[config.mk]
export PLATFORM = sky130hd
export DESIGN_NAME = plar_front
export DESIGN_NICKNAME = d
export VERILOG_FILES = /design/src/plar_pkg.sv /design/src/plar_front.sv
export SDC_FILE = /design/constraint.sdc
export NUM_CORES = 1
export LEC_CHECK = 0
export ABC_CLOCK_PERIOD_IN_PS = 5700
export BUFFER_PORTS_ARGS = -buffer_cell sky130_fd_sc_hd__buf_4
export CORE_UTILIZATION = 47
export DETAILED_ROUTE_END_ITERATION = 10
export PLACE_DENSITY = 0.86
export SLEW_MARGIN = 40
export SYNTH_ARGS = -nofsm -noshare
export SYNTH_HDL_FRONTEND = slang
export SYNTH_SLANG_ARGS = --single-unit
[constraint.sdc]
create_clock -name clk_i -period 5.7 [get_ports clk_i]
set_clock_uncertainty 0.2 [all_clocks]
set_input_delay 0.855 -clock clk_i [delete_from_list [all_inputs] [get_ports clk_i]]
set_output_delay 0.855 -clock clk_i [all_outputs]
set_load 0.005 [all_outputs]
[src/plar_pkg.sv]
// ---------------------------------------------------------------------------
// plar_pkg
// Types and constants shared by the arc-length resampler modules.
// ---------------------------------------------------------------------------
package plar_pkg;

  localparam int CoordW = 32;

  // Vertex as queued between front and back.
  typedef struct packed {
    logic                     first;
    logic                     final_vertex;
    logic signed [CoordW-1:0] pz;
    logic signed [CoordW-1:0] py;
    logic signed [CoordW-1:0] px;
  } vtx_t;

  // Handshake from back to front.
  typedef struct packed {
    logic ready;
  } back_stat_t;

endpackage

[src/plar_front.sv]
// ---------------------------------------------------------------------------
// plar_front
// Accept vertices, tag the first one of each curve, queue two deep.
// ---------------------------------------------------------------------------
module plar_front
  import plar_pkg::*;
(
  input  logic               clk_i,
  input  logic               rst_ni,
  input  logic               in_valid_i,
  output logic               in_ready_o,
  input  logic [3*CoordW-1:0] in_data_i,
  input  logic               in_last_i,
  output logic               q_valid_o,
  output vtx_t               q_vtx_o,
  input  back_stat_t         back_i
);

  vtx_t       ent_q [2];
  logic       wp_q, rp_q;
  logic [1:0] cnt_q;
  logic       started_q;
  logic       push, pop;
  vtx_t       new_vtx;

  assign in_ready_o = (cnt_q != 2'd2);
  assign push       = in_valid_i && in_ready_o;
  assign q_valid_o  = (cnt_q != 2'd0);
  assign pop        = q_valid_o && back_i.ready;
  assign q_vtx_o    = ent_q[rp_q];

  always_comb begin
    new_vtx.first        = !started_q;
    new_vtx.final_vertex = in_last_i;
    new_vtx.px           = in_data_i[CoordW-1:0];
    new_vtx.py           = in_data_i[2*CoordW-1:CoordW];
    new_vtx.pz           = in_data_i[3*CoordW-1:2*CoordW];
  end

  always_ff @(posedge clk_i or negedge rst_ni) begin
    if (!rst_ni) begin
      wp_q      <= 1'b0;
      rp_q      <= 1'b0;
      cnt_q     <= 2'd0;
      started_q <= 1'b0;
    end else begin
      if (push) begin
        wp_q      <= !wp_q;
        started_q <= !in_last_i;
      end
      if (pop) begin
        rp_q <= !rp_q;
      end
      if (push && !pop) begin
        cnt_q <= cnt_q + 2'd1;
      end else if (pop && !push) begin
        cnt_q <= cnt_q - 2'd1;
      end
    end
  end

  always_ff @(posedge clk_i) begin
    if (push) begin
      ent_q[wp_q] <= new_vtx;
    end
  end

endmodule

==> impl_metrics.sql, run 1 <==
INSERT INTO impl_metrics (metric_group, metric, value, unit) VALUES
('outcome', 'outcome', 'completed', ''),
('power', 'power.share.switching', '25.7', '%'),
('sta', 'fin_setup_tns', '0', 'ns'),
('floorplan', 'design.die.area', '16100', 'µm²'),
('drt', 'via_per_inst', '5.00', ''),
('layout', 'post_layout_nonfiller_instances', '742', ''),
('drt', 'detailed_routing_iteration_count_for_the_pre_antenna_repair_pass', '4', ''),
('power', 'power.combinational.fraction', '29.0', '%'),
('sta', 'rsz0062_at_grt', 'no', ''),
('setup_path', 'critical_path_arrival', '2.62', 'ns'),
('power', 'power_frac_seq', '46.0', '%'),
('floorplan', 'fp.dieW', '127', 'µm'),
('setup_path', 'timing.critical_path.required', '4.64', 'ns'),
('clock_tree', 'clkTransAtPathRegs', '0.06', 'ns'),
('yosys', 'async_flop_share', '2.49', '%'),
('yosys', 'synth_compound_area_share', '0', '%'),
('layout', 'areaGrowthSynthToFinish', '31.6', '%'),
('placed_design', 'dpl.hpwl', '8670', 'µm'),
('yosys', 'synth.area.top_cells', 'sky130_fd_sc_hd__edfxtp_1, sky130_fd_sc_hd__mux2_2, sky130_fd_sc_hd__mux2_4', ''),
('setup_path', 'critical_path.cell_chain', 'buf_4, mux2_2, buf_4', ''),
('setup_path', 'critical_path.most_common_cell', 'sky130_fd_sc_hd__buf_4', ''),
('layout', 'fillers', '1041', ''),
('grt', 'initial_antenna_violation_count', '0', ''),
('yosys', 'synth_top_cell_by_area', 'sky130_fd_sc_hd__edfxtp_1', ''),
('power', 'p_int', '3520', 'µW'),
('power', 'net-switching-power', '1220', 'µW'),
('yosys', 'ys_seq_elements', '201', ''),
('sta', 'layout_worst_path_cycle_share', '64.5', '%'),
('clock_tree', 'ctsHtreeMaxLevel', '1', ''),
('power', 'leakage', '0.00364', 'µW'),
('setup_path', 'worst-path-buf-inv', '2', ''),
('layout', 'fin_util', '63.5', '%'),
('setup_path', 'critical_path_fanout_max', '53', ''),
('drt', 'avgRoutedWirePerCell', '17.8', 'µm'),
('power', 'power.density_cell_area', '491', 'nW/µm²'),
('clock_tree', 'numCtsBuffers', '20', ''),
('sta', 'max_freq', '272', 'MHz'),
('grt', 'maximum_number_of_pins_on_one_net_before_global_route_repair', '54', ''),
('sta', 'slew_headroom', '52.1', '%'),
('placed_design', 'dp.cells', '707', ''),
('sta', 'hold_viol', '0', ''),
('placed_design', 'place.gp.congestion', '0.698', ''),
('placed_design', 'portBuffers', '200', ''),
('sta', 'worst_slew_pin_slew', '0.719', 'ns'),
('yosys', 'postSynthNetCount', '428', ''),
('drt', 'wl', '13200', 'µm'),
('yosys', 'yosys.area_share.xor_xnor', '0.597', '%'),
('floorplan', 'start_util', '48.2', '%'),
('grt', 'grt_remaining_overflow', '0', ''),
('placed_design', 'post-place-ws', '2.48', 'ns'),
('floorplan', 'top_level_ports', '201', ''),
('layout', 'insertedDiodeCount', '0', ''),
('sta', 'finalWorstSetupSlack', '2.02', 'ns'),
('setup_path', 'crit_type', 'register to output port', ''),
('sta', 'final_period_minus_worst_setup_slack', '3.68', 'ns'),
('clock_tree', 'clk_latency', '0.47', 'ns'),
('clock_tree', 'clk_path_buf_depth', '3', ''),
('layout', 'nets', '644', ''),
('floorplan', 'fp.dieH', '127', 'µm'),
('power', 'power.clock.fraction', '25.0', '%'),
('yosys', 'synth_cell_type_count', '16', ''),
('sta', 'slew_viol_final', '0', ''),
('drt', 'detailroute.via_count', '3708', ''),
('yosys', 'post_synth_adder_cell_area', '0.171', '%'),
('layout', 'share_of_post_route_cells_with_drive_strength_above_1', '59.6', '%'),
('grt', 'first_global_vias', '4035', ''),
('clock_tree', 'clock_sink_count', '201', ''),
('setup_path', 'critPathSlowestCell', 'sky130_fd_sc_hd__dfrtp_4', ''),
('run', 'number_of_max_cap_violations', '0', ''),
('yosys', 'mappedNetlistArea', '7330', 'µm²'),
('min_path', 'path_category_of_the_worst_min_delay_check', 'register to register', '');
## registers in the layout (all words and copies together), names as in the netlist
register and count:
rp_q 1, wp_q 1, ent_q 196, cnt_q 2
started_q 1
## per-layer routing
metal  up-vias  track usage (%)  share of wire [%]
li1       1717                -                  -
met1      1827             18.9                 39
met2       142             29.4                 53
met3        22             3.84                6.2
met4         0             4.97                1.8
met5         -                0                  0
## final timing paths
kind	slack (ns)	startpoint	cells past startpoint	end
worst max-delay path	2.02	rp_q	3	q_vtx_o[12]
worst min-delay path	0.29	cnt_q[1]	1	cnt_q[1]
worst max register to register	3.15	cnt_q[0]	3	ent_q[1][69]
worst min register to register	0.29	cnt_q[1]	1	cnt_q[1]
max in group asynchronous	4.65	rst_ni	2	rp_q
min in group asynchronous	0.52	rst_ni	2	wp_q
## logic make-up after synthesis
kind of cell,count (synthesis)
flip-flops,201
multiplexers,99
buffers and inverters,13
AND/OR/NAND/NOR,7
XOR/XNOR,5
adder cells (fa/ha/maj),1
## power groups by stage
stage / sequential [µW] / clock [µW] / combinational [µW]
2_1_floorplan: 2140 / 0 / 788
4_1_cts: 2180 / 1210 / 1400
3_5_place_dp: 2210 / 0 / 1390
6_report: 2180 / 1180 / 1370
3_3_place_gp: 2190 / 0 / 1360
5_1_grt: 2210 / 1270 / 1470
## worst register-to-register path: cells and delay by family (launching register included)
kind                   cells  cell delay [ns]
AND/OR/NAND/NOR            2             0.82
flip-flops                 1             0.40
buffers and inverters      1             0.70
## metrics by stage
stage          hold slack (ns)  power, µW  area (µm²)
2_1_floorplan            0.256       2920        7340
3_5_place_dp             0.283       3600        9040
5_1_grt                  0.334       4950        9650
3_3_place_gp             0.276       3550        9040
4_1_cts                  0.293       4790        9650
6_report                 0.286       4740        9650
## cells in the final DEF, fill, tap and decap left out, types with 2 or more instances in the layout
cell                          n
sky130_fd_sc_hd__clkbuf_8     2
sky130_fd_sc_hd__buf_4      204
sky130_fd_sc_hd__edfxtp_1   196
sky130_fd_sc_hd__xnor2_1      3
sky130_fd_sc_hd__xor2_1       2
sky130_fd_sc_hd__nand2_1      2
sky130_fd_sc_hd__inv_1        2
sky130_fd_sc_hd__mux2_4      10
sky130_fd_sc_hd__clkbuf_16   21
sky130_fd_sc_hd__clkinv_1     5
sky130_fd_sc_hd__mux2_2      88
sky130_fd_sc_hd__dfrtp_1      4
sky130_fd_sc_hd__clkbuf_1     5
## layout make-up
| cell class | instances | area, µm² | area share (%) |
|---|---|---|---|
| clock buffer | 28 | 572 | 5.93 |
| clock inverter | 6 | 23.8 | 0.246 |
| inverter | 2 | 7.51 | 0.0778 |
| multi-input combinational | 112 | 1250 | 13.0 |
| sequential | 201 | 6010 | 62.3 |
| tap | 188 | 235 | 2.44 |
| timing repair buffer | 205 | 1540 | 16.0 |
## what timing repair did
action	4_1_cts	5_1_grt
setup buffers	0	0
gates resized for setup	0	0
setup endpoints to repair	0	0
hold endpoints to repair	5	0
hold buffers	1	0
Power figures use the tool's default switching activity.
==> run 2: changes to the inputs <==
--- a/config.mk
+++ b/config.mk
@@ -5,7 +5,7 @@
 export SDC_FILE = /design/constraint.sdc
 export NUM_CORES = 1
 export LEC_CHECK = 0
-export ABC_CLOCK_PERIOD_IN_PS = 5700
+export ABC_CLOCK_PERIOD_IN_PS = 2990
 export BUFFER_PORTS_ARGS = -buffer_cell sky130_fd_sc_hd__buf_4
 export CORE_UTILIZATION = 47
 export DETAILED_ROUTE_END_ITERATION = 10
==> constraint.sdc (replaced) <==
create_clock -name clk_i -period 2.99 [get_ports clk_i]
set_clock_uncertainty 0.2 [all_clocks]
set_input_delay 0.4485 -clock clk_i [delete_from_list [all_inputs] [get_ports clk_i]]
set_output_delay 0.4485 -clock clk_i [all_outputs]
set_load 0.005 [all_outputs]
==> run 2 against run 1 <==
Hold slack worse by 0.21 ns. Design area up 11%. Critical path depth stayed put. Clock power increased by 110%. Wire length is 15% higher. Cell count rose by 13%.
==> impl_metrics.sql, run 2 (synthesis results as in run 1) <==
INSERT INTO impl_metrics (metric_group, metric, value, unit) VALUES
('outcome', 'outcome', 'completed', ''),
('setup_path', 'worst-path-buf-inv', '2', ''),
('drt', 'wl', '15300', 'µm'),
('setup_path', 'timing.critical_path.slowest_cell_delay', '0.71', 'ns'),
('power', 'net-switching-power', '2430', 'µW'),
('drt', 'detailroute.via_count', '4146', ''),
('power', 'ir_worst_vdd', '0.734', 'mV'),
('power', 'power.density_cell_area', '878', 'nW/µm²'),
('drt', 'via_per_inst', '4.92', ''),
('clock_tree', 'cts_tree', 'done', ''),
('layout', 'post_layout_nonfiller_instances', '842', ''),
('floorplan', 'design.core.area', '15200', 'µm²'),
('sta', 'worst_slew_pin_slew', '0.629', 'ns'),
('drt', 'met3WireLength', '849', 'µm'),
('sta', 'max_freq', '361', 'MHz'),
('grt', 'global_route_wire_length_before_repair', '23000', 'µm'),
('setup_path', 'critPathSlowestCell', 'sky130_fd_sc_hd__dfrtp_4', ''),
('drt', 'avgRoutedWirePerCell', '18.1', 'µm'),
('layout', 'max_flop_register', 'ent_q', ''),
('clock_tree', 'numCtsBuffers', '21', ''),
('clock_tree', 'clk_latency', '0.48', 'ns'),
('sta', 'hold_viol', '0', ''),
('clock_tree', 'cts.repair.resized', '0', ''),
('drt', 'drt_drc_violations_left', '0', ''),
('placed_design', 'dp.cells', '708', ''),
('clock_tree', 'root_cell_of_the_clock_tree', 'sky130_fd_sc_hd__clkbuf_16', ''),
('drt', 'antenna_violating_nets_post_route', '0', ''),
('layout', 'areaGrowthSynthToFinish', '46.0', '%'),
('setup_path', 'timing.critical_path.max_delay_family', 'flip-flops', ''),
('setup_path', 'critical_path_fanout_max', '49', ''),
('clock_tree', 'hold_buffers', '98', ''),
('placed_design', 'dpl.hpwl', '8410', 'µm'),
('power', 'p_int', '6970', 'µW'),
('floorplan', 'top_level_ports', '201', ''),
('drt', 'detailed_routing_iteration_count_for_the_pre_antenna_repair_pass', '6', ''),
('min_path', 'path_category_of_the_worst_min_delay_check', 'primary input to register', ''),
('setup_path', 'timing.critical_path.to_type', 'output port', ''),
('floorplan', 'start_util', '48.2', '%'),
('setup_path', 'crit_type', 'register to output port', ''),
('sta', 'slew_viol_final', '0', ''),
('grt', 'initial_antenna_violation_count', '0', ''),
('power', 'power_frac_seq', '43.8', '%'),
('layout', 'share_of_post_route_cells_with_drive_strength_above_1', '50.9', '%'),
('clock_tree', 'ctsHtreeMaxLevel', '1', ''),
('placed_design', 'portBuffers', '200', ''),
('power', 'power.clock.fraction', '25.7', '%'),
('clock_tree', 'postCtsSetupRepairBufs', '0', ''),
('power', 'design_power_total', '9400', 'µW'),
('setup_path', 'timing.critical_path.required', '2.34', 'ns'),
('layout', 'biggestRegsByFlops', 'ent_q (196), cnt_q (2)', ''),
('layout', 'layout_commonest_cell', 'sky130_fd_sc_hd__buf_4', ''),
('placed_design', 'place.gp.congestion', '0.734', ''),
('setup_path', 'critical_path.cell_chain', 'buf_12, mux2_2, buf_4', ''),
('layout', 'layout.cells.most_common_list', 'sky130_fd_sc_hd__buf_4, sky130_fd_sc_hd__edfxtp_1, sky130_fd_sc_hd__dlygate4sd3_1, sky130_fd_sc_hd__mux2_2, sky130_fd_sc_hd__clkbuf_16', ''),
('layout', 'nets', '743', ''),
('drt', 'dr.max_layer_used', 'met4', ''),
('floorplan', 'std_cell_rows', '45', ''),
('floorplan', 'fp.dieH', '127', 'µm'),
('power', 'power.combinational.fraction', '30.5', '%'),
('sta', 'slew_headroom', '58.1', '%'),
('run', 'number_of_max_cap_violations', '0', ''),
('sta', 'timing.final.setup_violations', '0', ''),
('sta', 'final_period_minus_worst_setup_slack', '2.77', 'ns'),
('floorplan', 'design.die.area', '16100', 'µm²'),
('clock_tree', 'clock_sink_count', '201', ''),
('sta', 'rsz0062_at_grt', 'no', ''),
('clock_tree', 'clkTransAtPathRegs', '0.06', 'ns'),
('setup_path', 'timing.critical_path.from_type', 'register', ''),
('grt', 'grt_remaining_overflow', '0', ''),
('sta', 'layout_worst_path_cycle_share', '92.6', '%'),
('power', 'leakage', '0.00409', 'µW'),
('grt', 'track_usage', '18.6', '%'),
('drt', 'routed-wl-met2', '8150', 'µm'),
('floorplan', 'fp.dieW', '127', 'µm'),
('layout', 'insertedDiodeCount', '0', ''),
('drt', 'route.layer.met1.wl', '5890', 'µm'),
('grt', 'maximum_number_of_pins_on_one_net_before_global_route_repair', '99', ''),
('setup_path', 'critical_path_arrival', '2.12', 'ns'),
('layout', 'max_reg_flops', '196', ''),
('drt', 'initialDrtViolationCount', '193', ''),
('clock_tree', 'clk_path_buf_depth', '3', ''),
('grt', 'first_global_vias', '4485', ''),
('power', 'power.share.switching', '25.8', '%'),
('sta', 'fin_setup_tns', '0', 'ns');
## run 2: cell types whose count changed in the layout (fill, tap and decap cells not counted)
cell                            delta
sky130_fd_sc_hd__bufinv_16         +2
sky130_fd_sc_hd__dlygate4sd3_1    +97
sky130_fd_sc_hd__clkbuf_1          -1
sky130_fd_sc_hd__clkinv_1          +1
sky130_fd_sc_hd__buf_12            +3
sky130_fd_sc_hd__clkbuf_8          -2
sky130_fd_sc_hd__buf_4             -2
sky130_fd_sc_hd__clkinv_2          +2
## run 2: tightest hold or removal path: cells and delay by family
kind,cells,cell delay (ns)
xor gates and xnor gates,1,0.07
and+or+nand+nor,1,0.10
buffers and inverters,1,0.11
## run 2: final timing paths
| kind | endpoint | start | slack, ns | depth (start not counted) |
|---|---|---|---|---|
| worst max-delay path | q_vtx_o[15] | rp_q | 0.22 | 3 |
| worst min-delay path | rp_q | back_i | 0.08 | 3 |
| worst min register to register | cnt_q[1] | cnt_q[1] | 0.30 | 1 |
| max in group asynchronous | rp_q | rst_ni | 2.35 | 2 |
| worst max register to register | ent_q[0][8] | cnt_q[0] | 0.99 | 4 |
| min in group asynchronous | rp_q | rst_ni | 0.13 | 2 |
## run 2: per-stage QoR
stage	setup slack [ns]	hold slack (ns)	util [%]	area, µm²
2_1_floorplan	0.205	-0.0471	-	7340
3_5_place_dp	0.728	0.0540	59.8	9090
3_3_place_gp	0.736	0.0523	59.8	9090
4_1_cts	0.203	0.0581	70.4	10700
6_report	0.222	0.0777	70.4	10700
5_1_grt	0.143	0.0719	70.4	10700
## run 2: cell type report
cell class                      instances  area, µm²
Timing Repair Buffer                  303       2560
Fill cell                             912       4500
Inverter                                2       7.51
Sequential cell                       201       6010
Tap cell                              188        235
Clock inverter                         11       97.6
Clock buffer                           25        541
Multi-Input combinational cell        112       1250
## run 2: metal layers
| layer | global-route usage (%) | vias up |
|---|---|---|
| li1 | - | 1923 |
| met1 | 21.1 | 2024 |
| met2 | 34.3 | 163 |
| met3 | 3.96 | 36 |
| met4 | 6.86 | 0 |
| met5 | 0 | - |
## run 2: power groups by stage
stage | clock network (µW) | registers, µW | logic, µW
finish | 2420 | 4120 | 2870
global route | 2580 | 4170 | 3040
CTS | 2470 | 4110 | 2860
detailed placement | 0 | 4160 | 2740
global placement | 0 | 4130 | 2690
floorplan | 0 | 4040 | 1510
==> run 3: changes to the inputs <==
--- a/config.mk
+++ b/config.mk
@@ -7,9 +7,12 @@
 export LEC_CHECK = 0
 export ABC_CLOCK_PERIOD_IN_PS = 2990
 export BUFFER_PORTS_ARGS = -buffer_cell sky130_fd_sc_hd__buf_4
+export CORE_MARGIN = 3
 export CORE_UTILIZATION = 47
 export DETAILED_ROUTE_END_ITERATION = 10
+export MAX_ROUTING_LAYER = met4
 export PLACE_DENSITY = 0.86
+export REMOVE_ABC_BUFFERS = 1
 export SLEW_MARGIN = 40
 export SYNTH_ARGS = -nofsm -noshare
 export SYNTH_HDL_FRONTEND = slang
==> run 3 against run 2 <==
Combinational power is 3% higher. Flip-flop and latch count unchanged. Design area grew 0.95%. Clock-buffer cell count fell by 2. Core utilization rose by 0.40 points. Non-clock buffer count up 1. Via count up 0.17%. Cell count is 2.6% higher. Setup slack gained 0.21 ns. Die area grew 6.4%. Highest routed layer unchanged. Hold slack better by 0.038 ns. Critical path type unchanged. Critical path depth unchanged.
==> impl_metrics.sql, run 3 (synthesis results as in run 1) <==
INSERT INTO impl_metrics (metric_group, metric, value, unit) VALUES
('setup_path', 'critical_path_fanout_max', '54', ''),
('floorplan', 'design.core.area', '15300', 'µm²'),
('floorplan', 'design.die.area', '17100', 'µm²'),
('sta', 'hold_viol', '0', ''),
('layout', 'max_reg_flops', '196', ''),
('setup_path', 'crit_type', 'register to output port', ''),
('drt', 'initialDrtViolationCount', '210', ''),
('clock_tree', 'root_cell_of_the_clock_tree', 'sky130_fd_sc_hd__clkbuf_16', ''),
('power', 'power.density_cell_area', '888', 'nW/µm²'),
('drt', 'antenna_violating_nets_post_route', '0', ''),
('clock_tree', 'clkTransAtPathRegs', '0.06', 'ns'),
('clock_tree', 'cts.repair.resized', '0', ''),
('grt', 'global_route_wire_length_before_repair', '22900', 'µm'),
('setup_path', 'critical_path_arrival', '1.91', 'ns'),
('sta', 'finalWorstSetupSlack', '0.434', 'ns'),
('layout', 'insertedDiodeCount', '0', ''),
('clock_tree', 'clk_latency', '0.48', 'ns'),
('setup_path', 'r2r_path_start', 'cnt_q[0]', ''),
('outcome', 'outcome', 'completed', ''),
('floorplan', 'fp.dieH', '131', 'µm'),
('drt', 'avgRoutedWirePerCell', '17.7', 'µm'),
('clock_tree', 'numCtsBuffers', '21', ''),
('setup_path', 'timing.critical_path.from_type', 'register', ''),
('floorplan', 'fp.dieW', '131', 'µm'),
('sta', 'worst_slew_pin_slew', '0.718', 'ns'),
('layout', 'register_area', '6010', 'µm²'),
('placed_design', 'place.gp.congestion', '0.745', ''),
('drt', 'wl', '15300', 'µm'),
('layout', 'areaGrowthSynthToFinish', '47.4', '%'),
('layout', 'biggestRegsByFlops', 'ent_q (196), cnt_q (2)', ''),
('sta', 'final_period_minus_worst_setup_slack', '2.56', 'ns'),
('grt', 'first_global_vias', '4541', ''),
('drt', 'detailroute.via_count', '4153', ''),
('clock_tree', 'clock_sink_count', '201', ''),
('placed_design', 'post-place-ws', '0.936', 'ns'),
('min_path', 'path_category_of_the_worst_min_delay_check', 'primary input to async pin', ''),
('layout', 'share_of_post_route_cells_with_drive_strength_above_1', '51.6', '%'),
('placed_design', 'dpl.hpwl', '9070', 'µm'),
('setup_path', 'worst-r2r-setup-slack', '0.93', 'ns'),
('layout', 'max_flop_register', 'ent_q', ''),
('sta', 'fin_setup_tns', '0', 'ns'),
('floorplan', 'std_cell_rows', '45', ''),
('setup_path', 'timing.critical_path.required', '2.34', 'ns'),
('drt', 'via_per_inst', '4.81', ''),
('floorplan', 'top_level_ports', '201', ''),
('sta', 'timing.final.setup_violations', '0', ''),
('sta', 'rsz0062_at_grt', 'no', ''),
('layout', 'layout_commonest_cell', 'sky130_fd_sc_hd__buf_4', ''),
('setup_path', 'reg2reg_depth', '4', ''),
('layout', 'multiInputGateArea', '1250', 'µm²'),
('sta', 'slew_headroom', '52.1', '%'),
('grt', 'maximum_number_of_pins_on_one_net_before_global_route_repair', '55', ''),
('sta', 'max_freq', '391', 'MHz'),
('drt', 'drt_drc_violations_left', '0', ''),
('sta', 'slew_viol_final', '0', ''),
('floorplan', 'start_util', '48.1', '%'),
('placed_design', 'portBuffers', '200', ''),
('layout', 'layout.cells.most_common_list', 'sky130_fd_sc_hd__buf_4, sky130_fd_sc_hd__edfxtp_1, sky130_fd_sc_hd__dlygate4sd3_1, sky130_fd_sc_hd__mux2_2, sky130_fd_sc_hd__clkbuf_16', ''),
('clock_tree', 'clk_path_buf_depth', '3', ''),
('layout', 'fillers', '896', ''),
('drt', 'detailed_routing_iteration_count_for_the_pre_antenna_repair_pass', '4', ''),
('clock_tree', 'ctsHtreeMaxLevel', '1', ''),
('clock_tree', 'postCtsSetupRepairBufs', '0', ''),
('setup_path', 'timing.critical_path.to_type', 'output port', ''),
('grt', 'track_usage', '17.7', '%'),
('grt', 'grt_remaining_overflow', '0', ''),
('layout', 'fin_util', '70.8', '%'),
('sta', 'layout_worst_path_cycle_share', '85.5', '%'),
('setup_path', 'r2r-end', 'ent_q[0][11]', ''),
('power', 'ir_worst_vdd', '0.579', 'mV'),
('power', 'leakage', '0.00412', 'µW'),
('power', 'design_power_total', '9600', 'µW'),
('layout', 'nets', '744', ''),
('run', 'number_of_max_cap_violations', '0', ''),
('clock_tree', 'cts_tree', 'done', ''),
('grt', 'initial_antenna_violation_count', '0', '');
-- run 3: changes by cell type in the layout (fill, tap and decap cells not counted) --
cell,delta
sky130_fd_sc_hd__bufinv_16,+2
sky130_fd_sc_hd__clkbuf_1,-2
sky130_fd_sc_hd__inv_8,+1
sky130_fd_sc_hd__buf_12,+1
sky130_fd_sc_hd__clkinv_1,-3
-- run 3: worst max path at each step --
stage                        end  depth (start not counted)     start  slack [ns]
floorplan            ent_q[0][0]                          3  cnt_q[0]       -2.53
global placement     q_vtx_o[25]                          3      rp_q        0.96
detailed placement  ent_q[0][47]                          4  cnt_q[0]        0.94
CTS                  q_vtx_o[90]                          3      rp_q        0.41
global route         q_vtx_o[29]                          3      rp_q        0.37
finish               q_vtx_o[25]                          3      rp_q        0.43
-- run 3: what timing repair did --
action                     CTS  global route
hold endpoints to repair   200             0
hold buffers                98             0
setup endpoints to repair    0             0
-- run 3: layout make-up --
type | count | area share, %
Tap cell | 211 | 2.44
Timing Repair Buffer | 304 | 23.8
Sequential cell | 201 | 55.6
Clock buffer | 23 | 4.93
Inverter | 2 | 0.0695
Multi-Input combinational cell | 112 | 11.6
Clock inverter | 11 | 1.46
-- run 3: layer usage --
metal  global-route usage [%]  part of all wire [%]  up-vias
met3                     3.46                   5.8       33
li1                         -                     -     1918
met5                        -                     0        -
met2                     31.9                    54      141
met1                     20.1                    38     2061
met4                     4.90                   2.1        0
-- run 3: through the flow --
stage	instance area (µm²)	instances	hold slack, ns
after global placement	9140	732	0.0553
after global routing	10800	864	0.0995
final	10800	864	0.116
after detailed placement	9140	732	0.0615
after floorplan	7260	315	-0.0471
after CTS	10800	864	0.0862
-- run 3: power by group --
part / leakage, µW / total [µW] / switching, µW / internal, µW
sequential: 0.00188 / 4060 / 191 / 3860
combinational: 0.00191 / 2950 / 1270 / 1670
clock: 0.000340 / 2600 / 972 / 1620
-- run 3: worst max-delay path, cell delays in order, from the launching register on --
cell and delay [ns]:
sky130_fd_sc_hd__dfrtp_4 0.54, sky130_fd_sc_hd__buf_12 0.30, sky130_fd_sc_hd__mux2_2 0.38, sky130_fd_sc_hd__buf_4 0.14
